### src/rtl/lcdt_pkg.sv
// lcdt_pkg: shared types and codes for the LCD mode timing block.
// No dependencies; used by the core and the top level.
package lcdt_pkg;

  typedef enum logic [1:0] {
    MODE_HBLANK = 2'd0,
    MODE_VBLANK = 2'd1,
    MODE_OAM    = 2'd2,
    MODE_XFER   = 2'd3
  } lcdt_mode_t;

  typedef enum logic [2:0] {
    REG_LCD_EN    = 3'd0,
    REG_LINE_CMP  = 3'd1,
    REG_HBLANK_IE = 3'd2,
    REG_VBLANK_IE = 3'd3,
    REG_OAM_IE    = 3'd4,
    REG_MATCH_IE  = 3'd5
  } lcdt_reg_t;

  localparam int CFG_ADDR_W = 5;

  typedef struct packed {
    logic       lcd_enable;
    logic [7:0] line_compare;
    logic       hblank_ie;
    logic       vblank_ie;
    logic       oam_ie;
    logic       match_ie;
  } lcdt_cfg_t;

  typedef struct packed {
    logic [8:0] dot_counter;
    logic [7:0] line_number;
    lcdt_mode_t mode_now;
    logic       match_flag;
  } lcdt_state_t;

  typedef struct packed {
    lcdt_mode_t lcd_mode;
    logic       coincidence;
    logic [7:0] current_line;
    logic       stat_irq;
    logic       vblank_irq;
    logic       draw_line;
  } lcdt_res_t;

endpackage

### src/rtl/lcdt_ifs.sv
// lcdt_ifs: valid/ready channel interfaces for timing updates and results.
// Depends on nothing; the port widths match the lcdt_pkg types.
interface lcdt_in_if;
  logic       valid;
  logic       ready;
  logic [7:0] elapsed_cycles;

  modport source (output valid, output elapsed_cycles, input ready);
  modport sink (input valid, input elapsed_cycles, output ready);
endinterface

interface lcdt_out_if;
  logic       valid;
  logic       ready;
  logic [1:0] lcd_mode;
  logic       coincidence;
  logic [7:0] current_line;
  logic       stat_irq;
  logic       vblank_irq;
  logic       draw_line;

  modport source (output valid, output lcd_mode, output coincidence, output current_line,
                  output stat_irq, output vblank_irq, output draw_line, input ready);
  modport sink (input valid, input lcd_mode, input coincidence, input current_line,
                input stat_irq, input vblank_irq, input draw_line, output ready);
endinterface

### src/rtl/lcdt_core.sv
// lcdt_core: combinational status and line step for one timing update.
// Depends on lcdt_pkg for the state, config and result structs.
module lcdt_core
  import lcdt_pkg::*;
#(
  parameter int LINE_CYCLES     = 456,
  parameter int OAM_CYCLES      = 80,
  parameter int TRANSFER_CYCLES = 172,
  parameter int VISIBLE_LINES   = 144,
  parameter int LAST_LINE       = 153
) (
  input  lcdt_cfg_t   cfg,
  input  lcdt_state_t state,
  input  logic [7:0]  elapsed_cycles,
  output lcdt_state_t state_nxt,
  output lcdt_res_t   res
);

  localparam logic signed [10:0] UPPER_S = 11'(LINE_CYCLES - OAM_CYCLES);
  localparam logic signed [10:0] LOWER_S = 11'(LINE_CYCLES - OAM_CYCLES - TRANSFER_CYCLES);
  localparam logic [8:0] LINE_CNT = 9'(LINE_CYCLES);
  localparam logic [8:0] VIS_N    = 9'(VISIBLE_LINES);
  localparam logic [8:0] LAST_N   = 9'(LAST_LINE);

  logic signed [10:0] cnt_s;
  lcdt_mode_t         mode;
  logic               req;
  logic               match;
  logic               run_out;
  logic [8:0]         next_line;

  always_comb begin
    cnt_s     = $signed({2'b00, state.dot_counter});
    mode      = MODE_HBLANK;
    req       = 1'b0;
    match     = (state.line_number == cfg.line_compare);
    run_out   = ({1'b0, elapsed_cycles} >= state.dot_counter);
    next_line = {1'b0, state.line_number} + 9'd1;
    state_nxt = state;
    res       = '0;

    if (!cfg.lcd_enable) begin
      state_nxt.dot_counter = LINE_CNT;
      state_nxt.mode_now    = MODE_VBLANK;
      state_nxt.line_number = '0;
      res.lcd_mode          = MODE_VBLANK;
      res.coincidence       = state.match_flag;
      res.current_line      = '0;
    end else begin
      if ({1'b0, state.line_number} >= VIS_N) begin
        mode = MODE_VBLANK;
        req  = cfg.vblank_ie;
      end else if (cnt_s >= UPPER_S) begin
        mode = MODE_OAM;
        req  = cfg.oam_ie;
      end else if (cnt_s >= LOWER_S) begin
        mode = MODE_XFER;
      end else begin
        mode = MODE_HBLANK;
        req  = cfg.hblank_ie;
      end

      state_nxt.mode_now   = mode;
      state_nxt.match_flag = match;
      res.lcd_mode         = mode;
      res.coincidence      = match;
      res.stat_irq         = (req && (mode != state.mode_now)) || (match && cfg.match_ie);

      if (run_out) begin
        state_nxt.dot_counter = LINE_CNT;
        if (next_line == VIS_N) begin
          res.vblank_irq = 1'b1;
        end else if (next_line > LAST_N) begin
          next_line = '0;
        end else if (next_line < VIS_N) begin
          res.draw_line = 1'b1;
        end
        state_nxt.line_number = next_line[7:0];
      end else begin
        state_nxt.dot_counter = state.dot_counter - {1'b0, elapsed_cycles};
      end
      res.current_line = state_nxt.line_number;
    end
  end

endmodule

### src/rtl/lcd_mode_timing_top.sv
// lcd_mode_timing_top: LCD mode timing controller with APB-style config port.
// Result: registered; valid in the cycle after the update transaction is accepted.
// Throughput: one transaction per cycle; in ready whenever the result register is
// empty or being drained in the same cycle.
// Reset (rst_n, synchronous): timing state, config registers and result valid cleared.
// Depends on lcdt_pkg, lcdt_ifs and lcdt_core.
module lcd_mode_timing_top
  import lcdt_pkg::*;
#(
  parameter int LINE_CYCLES     = 456,
  parameter int OAM_CYCLES      = 80,
  parameter int TRANSFER_CYCLES = 172,
  parameter int VISIBLE_LINES   = 144,
  parameter int LAST_LINE       = 153
) (
  input  logic                  clk,
  input  logic                  rst_n,
  lcdt_in_if.sink               in_chan,
  lcdt_out_if.source            out_chan,
  input  logic                  psel,
  input  logic                  penable,
  input  logic                  pwrite,
  input  logic [CFG_ADDR_W-1:0] paddr,
  input  logic [31:0]           pwdata,
  output logic [31:0]           prdata,
  output logic                  pready
);

  lcdt_cfg_t   cfg_r;
  lcdt_state_t state_r;
  lcdt_state_t state_nxt;
  lcdt_res_t   res_r;
  lcdt_res_t   res_nxt;
  logic        out_valid_r;
  logic        in_fire;
  logic        cfg_wr;
  lcdt_reg_t   reg_sel;

  assign pready          = 1'b1;
  assign cfg_wr          = psel && penable && pwrite;
  assign reg_sel         = lcdt_reg_t'(paddr[4:2]);
  assign in_chan.ready   = !out_valid_r || out_chan.ready;
  assign in_fire         = in_chan.valid && in_chan.ready;

  always_comb begin
    prdata = '0;
    case (reg_sel)
      REG_LCD_EN:    prdata[0]   = cfg_r.lcd_enable;
      REG_LINE_CMP:  prdata[7:0] = cfg_r.line_compare;
      REG_HBLANK_IE: prdata[0]   = cfg_r.hblank_ie;
      REG_VBLANK_IE: prdata[0]   = cfg_r.vblank_ie;
      REG_OAM_IE:    prdata[0]   = cfg_r.oam_ie;
      REG_MATCH_IE:  prdata[0]   = cfg_r.match_ie;
      default:       prdata      = '0;
    endcase
  end

  always_ff @(posedge clk) begin
    if (!rst_n) begin
      cfg_r <= '0;
    end else if (cfg_wr) begin
      case (reg_sel)
        REG_LCD_EN:    cfg_r.lcd_enable   <= pwdata[0];
        REG_LINE_CMP:  cfg_r.line_compare <= pwdata[7:0];
        REG_HBLANK_IE: cfg_r.hblank_ie    <= pwdata[0];
        REG_VBLANK_IE: cfg_r.vblank_ie    <= pwdata[0];
        REG_OAM_IE:    cfg_r.oam_ie       <= pwdata[0];
        REG_MATCH_IE:  cfg_r.match_ie     <= pwdata[0];
        default: ;
      endcase
    end
  end

  lcdt_core #(
    .LINE_CYCLES     (LINE_CYCLES),
    .OAM_CYCLES      (OAM_CYCLES),
    .TRANSFER_CYCLES (TRANSFER_CYCLES),
    .VISIBLE_LINES   (VISIBLE_LINES),
    .LAST_LINE       (LAST_LINE)
  ) u_core (
    .cfg            (cfg_r),
    .state          (state_r),
    .elapsed_cycles (in_chan.elapsed_cycles),
    .state_nxt      (state_nxt),
    .res            (res_nxt)
  );

  always_ff @(posedge clk) begin
    if (!rst_n) begin
      state_r     <= '0;
      out_valid_r <= 1'b0;
    end else begin
      if (in_fire) begin
        state_r     <= state_nxt;
        out_valid_r <= 1'b1;
      end else if (out_chan.ready) begin
        out_valid_r <= 1'b0;
      end
    end
  end

  always_ff @(posedge clk) begin
    if (in_fire) begin
      res_r <= res_nxt;
    end
  end

  assign out_chan.valid        = out_valid_r;
  assign out_chan.lcd_mode     = res_r.lcd_mode;
  assign out_chan.coincidence  = res_r.coincidence;
  assign out_chan.current_line = res_r.current_line;
  assign out_chan.stat_irq     = res_r.stat_irq;
  assign out_chan.vblank_irq   = res_r.vblank_irq;
  assign out_chan.draw_line    = res_r.draw_line;

endmodule

### src/flat_wrapper.sv
// flat-port wrapper written by rule: the top's interface ports become plain ports
module lcd_mode_timing_top_flat import lcdt_pkg::*;
#(
  parameter int LINE_CYCLES     = 456,
  parameter int OAM_CYCLES      = 80,
  parameter int TRANSFER_CYCLES = 172,
  parameter int VISIBLE_LINES   = 144,
  parameter int LAST_LINE       = 153
)
  (clk, rst_n, psel, penable, pwrite, paddr, pwdata, prdata, pready, in_chan_valid, in_chan_elapsed_cycles, in_chan_ready, out_chan_valid, out_chan_lcd_mode, out_chan_coincidence, out_chan_current_line, out_chan_stat_irq, out_chan_vblank_irq, out_chan_draw_line, out_chan_ready);
  lcdt_in_if in_chan_i ();
  lcdt_out_if out_chan_i ();
  input  logic clk;
  input  logic rst_n;
  input  logic psel;
  input  logic penable;
  input  logic pwrite;
  input  logic [CFG_ADDR_W-1:0] paddr;
  input  logic [31:0] pwdata;
  output logic [31:0] prdata;
  output logic pready;
  input wire logic [$bits(in_chan_i.valid)-1:0] in_chan_valid;
  input wire logic [$bits(in_chan_i.elapsed_cycles)-1:0] in_chan_elapsed_cycles;
  output wire logic [$bits(in_chan_i.ready)-1:0] in_chan_ready;
  output wire logic [$bits(out_chan_i.valid)-1:0] out_chan_valid;
  output wire logic [$bits(out_chan_i.lcd_mode)-1:0] out_chan_lcd_mode;
  output wire logic [$bits(out_chan_i.coincidence)-1:0] out_chan_coincidence;
  output wire logic [$bits(out_chan_i.current_line)-1:0] out_chan_current_line;
  output wire logic [$bits(out_chan_i.stat_irq)-1:0] out_chan_stat_irq;
  output wire logic [$bits(out_chan_i.vblank_irq)-1:0] out_chan_vblank_irq;
  output wire logic [$bits(out_chan_i.draw_line)-1:0] out_chan_draw_line;
  input wire logic [$bits(out_chan_i.ready)-1:0] out_chan_ready;
  assign in_chan_i.valid = in_chan_valid;
  assign in_chan_i.elapsed_cycles = in_chan_elapsed_cycles;
  assign in_chan_ready = in_chan_i.ready;
  assign out_chan_valid = out_chan_i.valid;
  assign out_chan_lcd_mode = out_chan_i.lcd_mode;
  assign out_chan_coincidence = out_chan_i.coincidence;
  assign out_chan_current_line = out_chan_i.current_line;
  assign out_chan_stat_irq = out_chan_i.stat_irq;
  assign out_chan_vblank_irq = out_chan_i.vblank_irq;
  assign out_chan_draw_line = out_chan_i.draw_line;
  assign out_chan_i.ready = out_chan_ready;
  lcd_mode_timing_top #(.LINE_CYCLES(LINE_CYCLES), .OAM_CYCLES(OAM_CYCLES), .TRANSFER_CYCLES(TRANSFER_CYCLES), .VISIBLE_LINES(VISIBLE_LINES), .LAST_LINE(LAST_LINE)) u_core (.clk(clk), .rst_n(rst_n), .in_chan(in_chan_i), .out_chan(out_chan_i), .psel(psel), .penable(penable), .pwrite(pwrite), .paddr(paddr), .pwdata(pwdata), .prdata(prdata), .pready(pready));
endmodule
### config.mk
export PLATFORM = sky130hd
export DESIGN_NAME = lcd_mode_timing_top_flat
export DESIGN_NICKNAME = d
export VERILOG_FILES = /design/src/rtl/lcdt_pkg.sv /design/src/rtl/lcdt_ifs.sv /design/src/rtl/lcdt_core.sv /design/src/rtl/lcd_mode_timing_top.sv /design/src/flat_wrapper.sv
export SDC_FILE = /design/constraint.sdc
export NUM_CORES = 1
export LEC_CHECK = 0
export ABC_AREA = 1
export BUFFER_PORTS_ARGS = -buffer_cell sky130_fd_sc_hd__buf_2
export CAP_MARGIN = 20
export CORE_AREA = 2 2 67 101
export CTS_CLUSTER_DIAMETER = 30
export CTS_CLUSTER_SIZE = 12
export DETAILED_ROUTE_END_ITERATION = 10
export DIE_AREA = 0 0 69 103
export PLACE_DENSITY = 0.86
export SYNTH_ARGS = -nofsm -noshare
export SYNTH_HDL_FRONTEND = slang
export SYNTH_SLANG_ARGS = --single-unit
### constraint.sdc
create_clock -name clk -period 2.1 [get_ports clk]
set_input_delay 0.105 -clock clk [delete_from_list [all_inputs] [get_ports clk]]
set_output_delay 0.105 -clock clk [all_outputs]
set_load 0.005 [all_outputs]
### Word-level counts from Yosys, hierarchy flattened

Index checks and enable logic that the tools add are counted.

| word-level totals | value |
|---|---|
| register bits | 48 |
| output and inout bits | 49 |

| cells by class | value |
|---|---|
| add/subtract/negate cells | 2 |
| $lt $le $gt $ge | 6 |
| eq/ne operators | 8 |
| muxes and demuxes | 20 |
| bitwise operators | 2 |
| reduce and logical (&&, ||, !) cells | 19 |

Operator list:

| operator | number |
|---|---|
| two-way mux 8 bit | 3 |
| two-way mux 19 bit | 1 |
| two-way mux 9 bit | 2 |
| AND reduction 2 bit | 8 |
| adder 8 x 1 -> 9 bit (second input constant) | 1 |
| == test 9 x 8 -> 1 bit (second input constant) | 1 |
| greater-or-equal comparator 8 x 9 -> 1 bit | 1 |
| greater-or-equal comparator 9 x 8 -> 1 bit (second input constant) | 1 |
| greater-or-equal comparator 9 bit (second input constant) | 1 |
| > comparator 9 x 8 -> 1 bit (second input constant) | 1 |
| < comparator 9 x 8 -> 1 bit (second input constant) | 1 |
| subtractor 9 x 8 -> 9 bit | 1 |
| == test 8 bit | 1 |
| greater-or-equal comparator 8 bit (second input constant) | 1 |
| two-way mux 1 bit | 8 |
| two-way mux 2 bit | 4 |
| two-way mux 7 bit | 1 |
| == test 3 x 2 -> 1 bit (second input constant) | 2 |
| == test 3 bit (second input constant) | 2 |
| case mux 1 bit (6 select lines) | 1 |
| logical AND 1 bit | 5 |
| OR reduction 4 bit | 1 |
| == test 3 x 1 -> 1 bit (second input constant) | 1 |
| zero test 3 bit | 1 |
| other kinds (5) | 7 |

### Depth between registers and ports, before layout

| logic depth | value |
|---|---|
| word-level depth | 8 |
| gate-level depth with buffers | 14 |
| depth with buffers taken out | 13 |

### Hierarchy

From an unflattened synthesis, not the netlist that was laid out.

| unflattened totals | value |
|---|---|
| cells, all modules | 498 |
| area, all modules | 3405.8 um2 |

By module, submodules not included:

| module | times used | cells an instance | area each (um2) | seq. area each (um2) |
|---|---|---|---|---|
| lcd_mode_timing_top | 1 | 255 | 2103.3 | 1101.1 |
| lcdt_core | 1 | 243 | 1302.5 | 0.0 |

### Worst setup path before layout

OpenSTA, ideal clock, no wires.

| path | value |
|---|---|
| kind | flip-flop to flip-flop |
| from | reg u_core.state_r[17] (netlist bit) |
| to | reg u_core.res_r (netlist bit u_core.out_chan.current_line[4]), data pin |
| setup time | 0.251 ns |
| arrival | 1.645 ns |
| slack | 0.204 ns |
| stages on the path, launching flop included | 12 |
| path buffers | 1 |
| clock period less this slack | 1.896 ns |
| path through | dfxtp_1 > ha_1 > inv_1 > nor4_1 > nand3_1 > nand3_1 > nand2_2 > inv_2 > buf_6 > nand2_1 > nand3_2 > inv_1 |

| on the way | value |
|---|---|
| word-level cells in the longest chain between the ends | 2 |

Ends and longest elaborated chain:

| item | line | source |
|---|---|---|
| from (decl) | lcd_mode_timing_top.sv:30 | `lcdt_state_t state_r;` |
| from (signal assigned) | lcd_mode_timing_top.sv:94 | `state_r <= state_nxt;` |
| greater-or-equal comparator 8 x 9 -> 1 bit | lcdt_core.sv:37 | `run_out = ({1'b0, elapsed_cycles} >= state.dot_counter);` |
| two-way mux 8 bit | lcdt_core.sv:69 | `if (run_out) begin` |
| to (signal assigned) | lcd_mode_timing_top.sv:104 | `res_r <= res_nxt;` |
| to (decl) | lcd_mode_timing_top.sv:32 | `lcdt_res_t res_r;` |

Every way passes these cells.
A chain may end at the register's enable or synchronous reset.

### Final worst setup path

| path | value |
|---|---|
| from | reg u_core.state_r[17] (netlist bit) |
| to | reg u_core.res_r (netlist bit u_core.out_chan.current_line[3]), data pin |

Same word-level chain as after synthesis.

==> key figures <==
Run status
  • Status: finished clean

Logic synthesis
  • Yosys top cell area share: 21.50%
  • Avg Inst Size Synth: roughly 7.3 um^2
  • Synth warn: 0
  • EDFF count, synth: 14
  • Mapped cell area: 3166 um^2
  • Most used flip-flop cell after synthesis: dfxtp_1
  • Area leader, netlist: dfxtp_1
  • Post-synth ARST share: 0%
  • Post-synth top cells: 80 x nand2_1, 61 x inv_1, 40 x nor2_1, 40 x o21ai_0, 34 x dfxtp_1
  • Syn Inst Count: between 400 and 500
  • Seq/Total Area, Yosys: 34.78%
  • Largest cells by area after synthesis: dfxtp_1 22%, edfxtp_1 13%, nand2_1 9.5%, inv_1 7.2%, o21ai_0 6.3%
  • Synth cell types: 40
  • Most instantiated library cell after synthesis: nand2_1
  • Post-synthesis sequential element count: 48

CTS
  • Clock-pin slew on the worst setup and hold paths: ~90 ps
  • Max Root-Sink Buffers: 2
  • Post-CTS resize count: 0
  • Clk sinks: 48
  • CTS Hold Buffers Added: 0
  • # Post-CTS Setup Buffers: 0
  • Root Buffer: clkbuf_8
  • CTS HTree Levels: 2
  • CTS tree: done
  • Clock latency on the worst-skew pair: between 300 and 400 ps
  • Num CTS Buffers: 5

Detailed routing
  • Via count: 3,067
  • Routed len/inst: 13.41 um
  • Drt pass-1 iters: 5
  • DRC viols: 0
  • Vias/cell: approximately 5.4
  • DRT iter0 DRCs: 224
  • WL final: 7643 um
  • Remaining antenna violation count: 0

STA
  • Worst clock skew: between 10 and 15 ps
  • Fin crit share: between 90% and 100%
  • Fin. Hold Viols: 0
  • Fmax: roughly 500 MHz
  • Final setup viols: 0
  • Fin crit period: 2014 ps
  • Slew Limit Fails: 0

Setup path
  • CP most frequent cell: inv_1
  • Critical path arrival: about 2100 ps
  • Required time worst endpoint: 2180 ps
  • Worst path bufs/invs: 3
  • Critical Path Slowest Stage Cell: dfxtp_2
  • Crit-path cells: ha_1 -> inv_1 -> o21ai_0 -> a211oi_1 -> nand3_1 -> nand2_2 -> buf_4 -> nand2_1 -> nand3_2 -> inv_1
  • Max incr delay on CP: 350 ps
  • Largest delay share family, worst path: simple AND/OR/NAND/NOR gates
  • Crit Path Class: reg -> reg
  • Setup crit end kind: register
  • Startpoint types: register
  • Biggest fanout along the worst timing path: 12

Floorplan
  • Cell Rows: 36
  • Die footprint: slightly above 7000 um^2
  • Total I/O pin count: 101
  • Die Span Y: between 100 and 150 um
  • Die X: around 69 um
  • Starting density of the core: 50.20%
  • Core area: 6306 um^2

Global route
  • GR Util All Layers: roughly a fifth
  • Total gr overflow: 0
  • Met1 usage in global routing: 21.16%
  • First-pass GRT wire length: between 10,000 and 15,000 um
  • Met2 usage: about two fifths
  • Vias in the first global route: between 2,000 and 3,000
  • Initial antenna violation count: 0
  • Pin count of the biggest net entering global routing: 27
  • M3 GR Usage: 3.421%
  • Top Usage Layer GRT: met2

Placed design
  • Routability Congestion: 0.9109
  • Dpl cells: 562
  • Placed cell area: 3438 um^2
  • Port Buffer Count: ~50
  • Post-DP HPWL: about 5700 um

Pwr
  • IR drop worst, VDD: 0.4551 mV
  • Power Density: just under 600 nW/um^2
  • Lkg Pwr: 1.661 nW

Cells and area
  • Final cell count without fillers: 570
  • Fin area: about 3600 um^2
  • Layout cells sized above 1: ~23%
  • Area Growth Syn to Fin: 13.64%
  • # diodes: 0
  • Nets: 557

Flow run
  • Max Cap Viol: 0

Min path
  • Hold crit path type: in -> reg
## per-stage QoR
stage	total power, W	setup slack (ps)	setup TNS (ps)	hold WS [ps]	util (%)
CTS	0.002086	85.75	0	87.40	56.37
floorplan	0.001316	204.1	0	239.9	-
detailed placement	0.001402	96.07	0	413.8	54.52
finish	0.002098	85.64	0	93.69	57.04
global route	0.002195	-15.93	-42.60	88.37	57.04
global placement	0.001387	126.3	0	399.8	54.52
## logic make-up (layout without fill, tap and decap cells)
logic type / count (synthesis) / after routing / share of synthesized area, %
AOI/OAI and AO/OA: 90 / 90 / 16.52
xor gates and xnor gates: 4 / 4 / 1.107
adders and majority gates: 12 / 12 / 4.980
buffers and inverters: 98 / 135 / 15.77
DFF: 48 / 48 / 34.78
other: 2 / 25 / 0.2372
and+or+nand+nor: 180 / 180 / 26.60
## worst min-delay path, stage by stage
cell     delay, ps
buf_2           80
o21ai_0         70
a21oi_1        110
## flip-flops by register name, indices dropped and copies added (netlist names), 2 cells and up
name / count
u_core.cfg_r: 13
u_core.out_chan.current_line: 8
u_core.out_chan.lcd_mode: 2
u_core.state_r: 20
## routing by layer
layer  wire (um)  part of all wire, %
met2        4107                   54
met1        2856                   37
met3         329                  4.3
met4         348                  4.6
met5           0                    0
## where the power goes
group,internal (W),switching (W)
logic,0.000133,0.000248
clock network,0.000359,0.000337
registers,0.000988,0.0000325
total,0.00148,0.000617
## final timing paths
| path | startpoint | to | slack [ps] | depth (start not counted) |
|---|---|---|---|---|
| max | u_core.state_r[17] | u_core.out_chan.current_line[3] | 90 | 10 |
| min | pwdata[1] | u_core.cfg_r[5] | 90 | 3 |
| max reg2reg | u_core.state_r[17] | u_core.out_chan.current_line[3] | 90 | 10 |
| min reg2reg | u_core.state_r[11] | u_core.state_r[11] | 480 | 2 |
## cell usage in the layout (no fill, tap or decap), drive strengths merged, types with 2 or more instances in the layout
cell type  synthesis  layout
nor3               6       6
a31oi              2       2
ha                11      11
xor2               3       3
conb               2      25
o21ai             42      42
nor2              44      44
dfxtp             34      34
nor4               6       6
nand3             30      30
o311a              2       2
inv               63      63
o22ai              2       2
nand2             86      86
a21oi             33      33
nand4              8       8
edfxtp            14      14
buf               30      63
clkbuf             4       5
clkinv             1       3
a211oi             4       4
## final cells by class
| cell class | instances | area [um^2] |
|---|---|---|
| Clock buffer | 5 | 68.82 |
| Multi-Input combinational cell | 311 | 1684 |
| Fill cell | 581 | 2709 |
| Clock inverter | 3 | 47.55 |
| Sequential cell | 48 | 1109 |
| Timing Repair Buffer | 63 | 350.3 |
| Inverter | 64 | 242.7 |
| Tap cell | 76 | 95.09 |
Power figures use the tool's default switching activity.
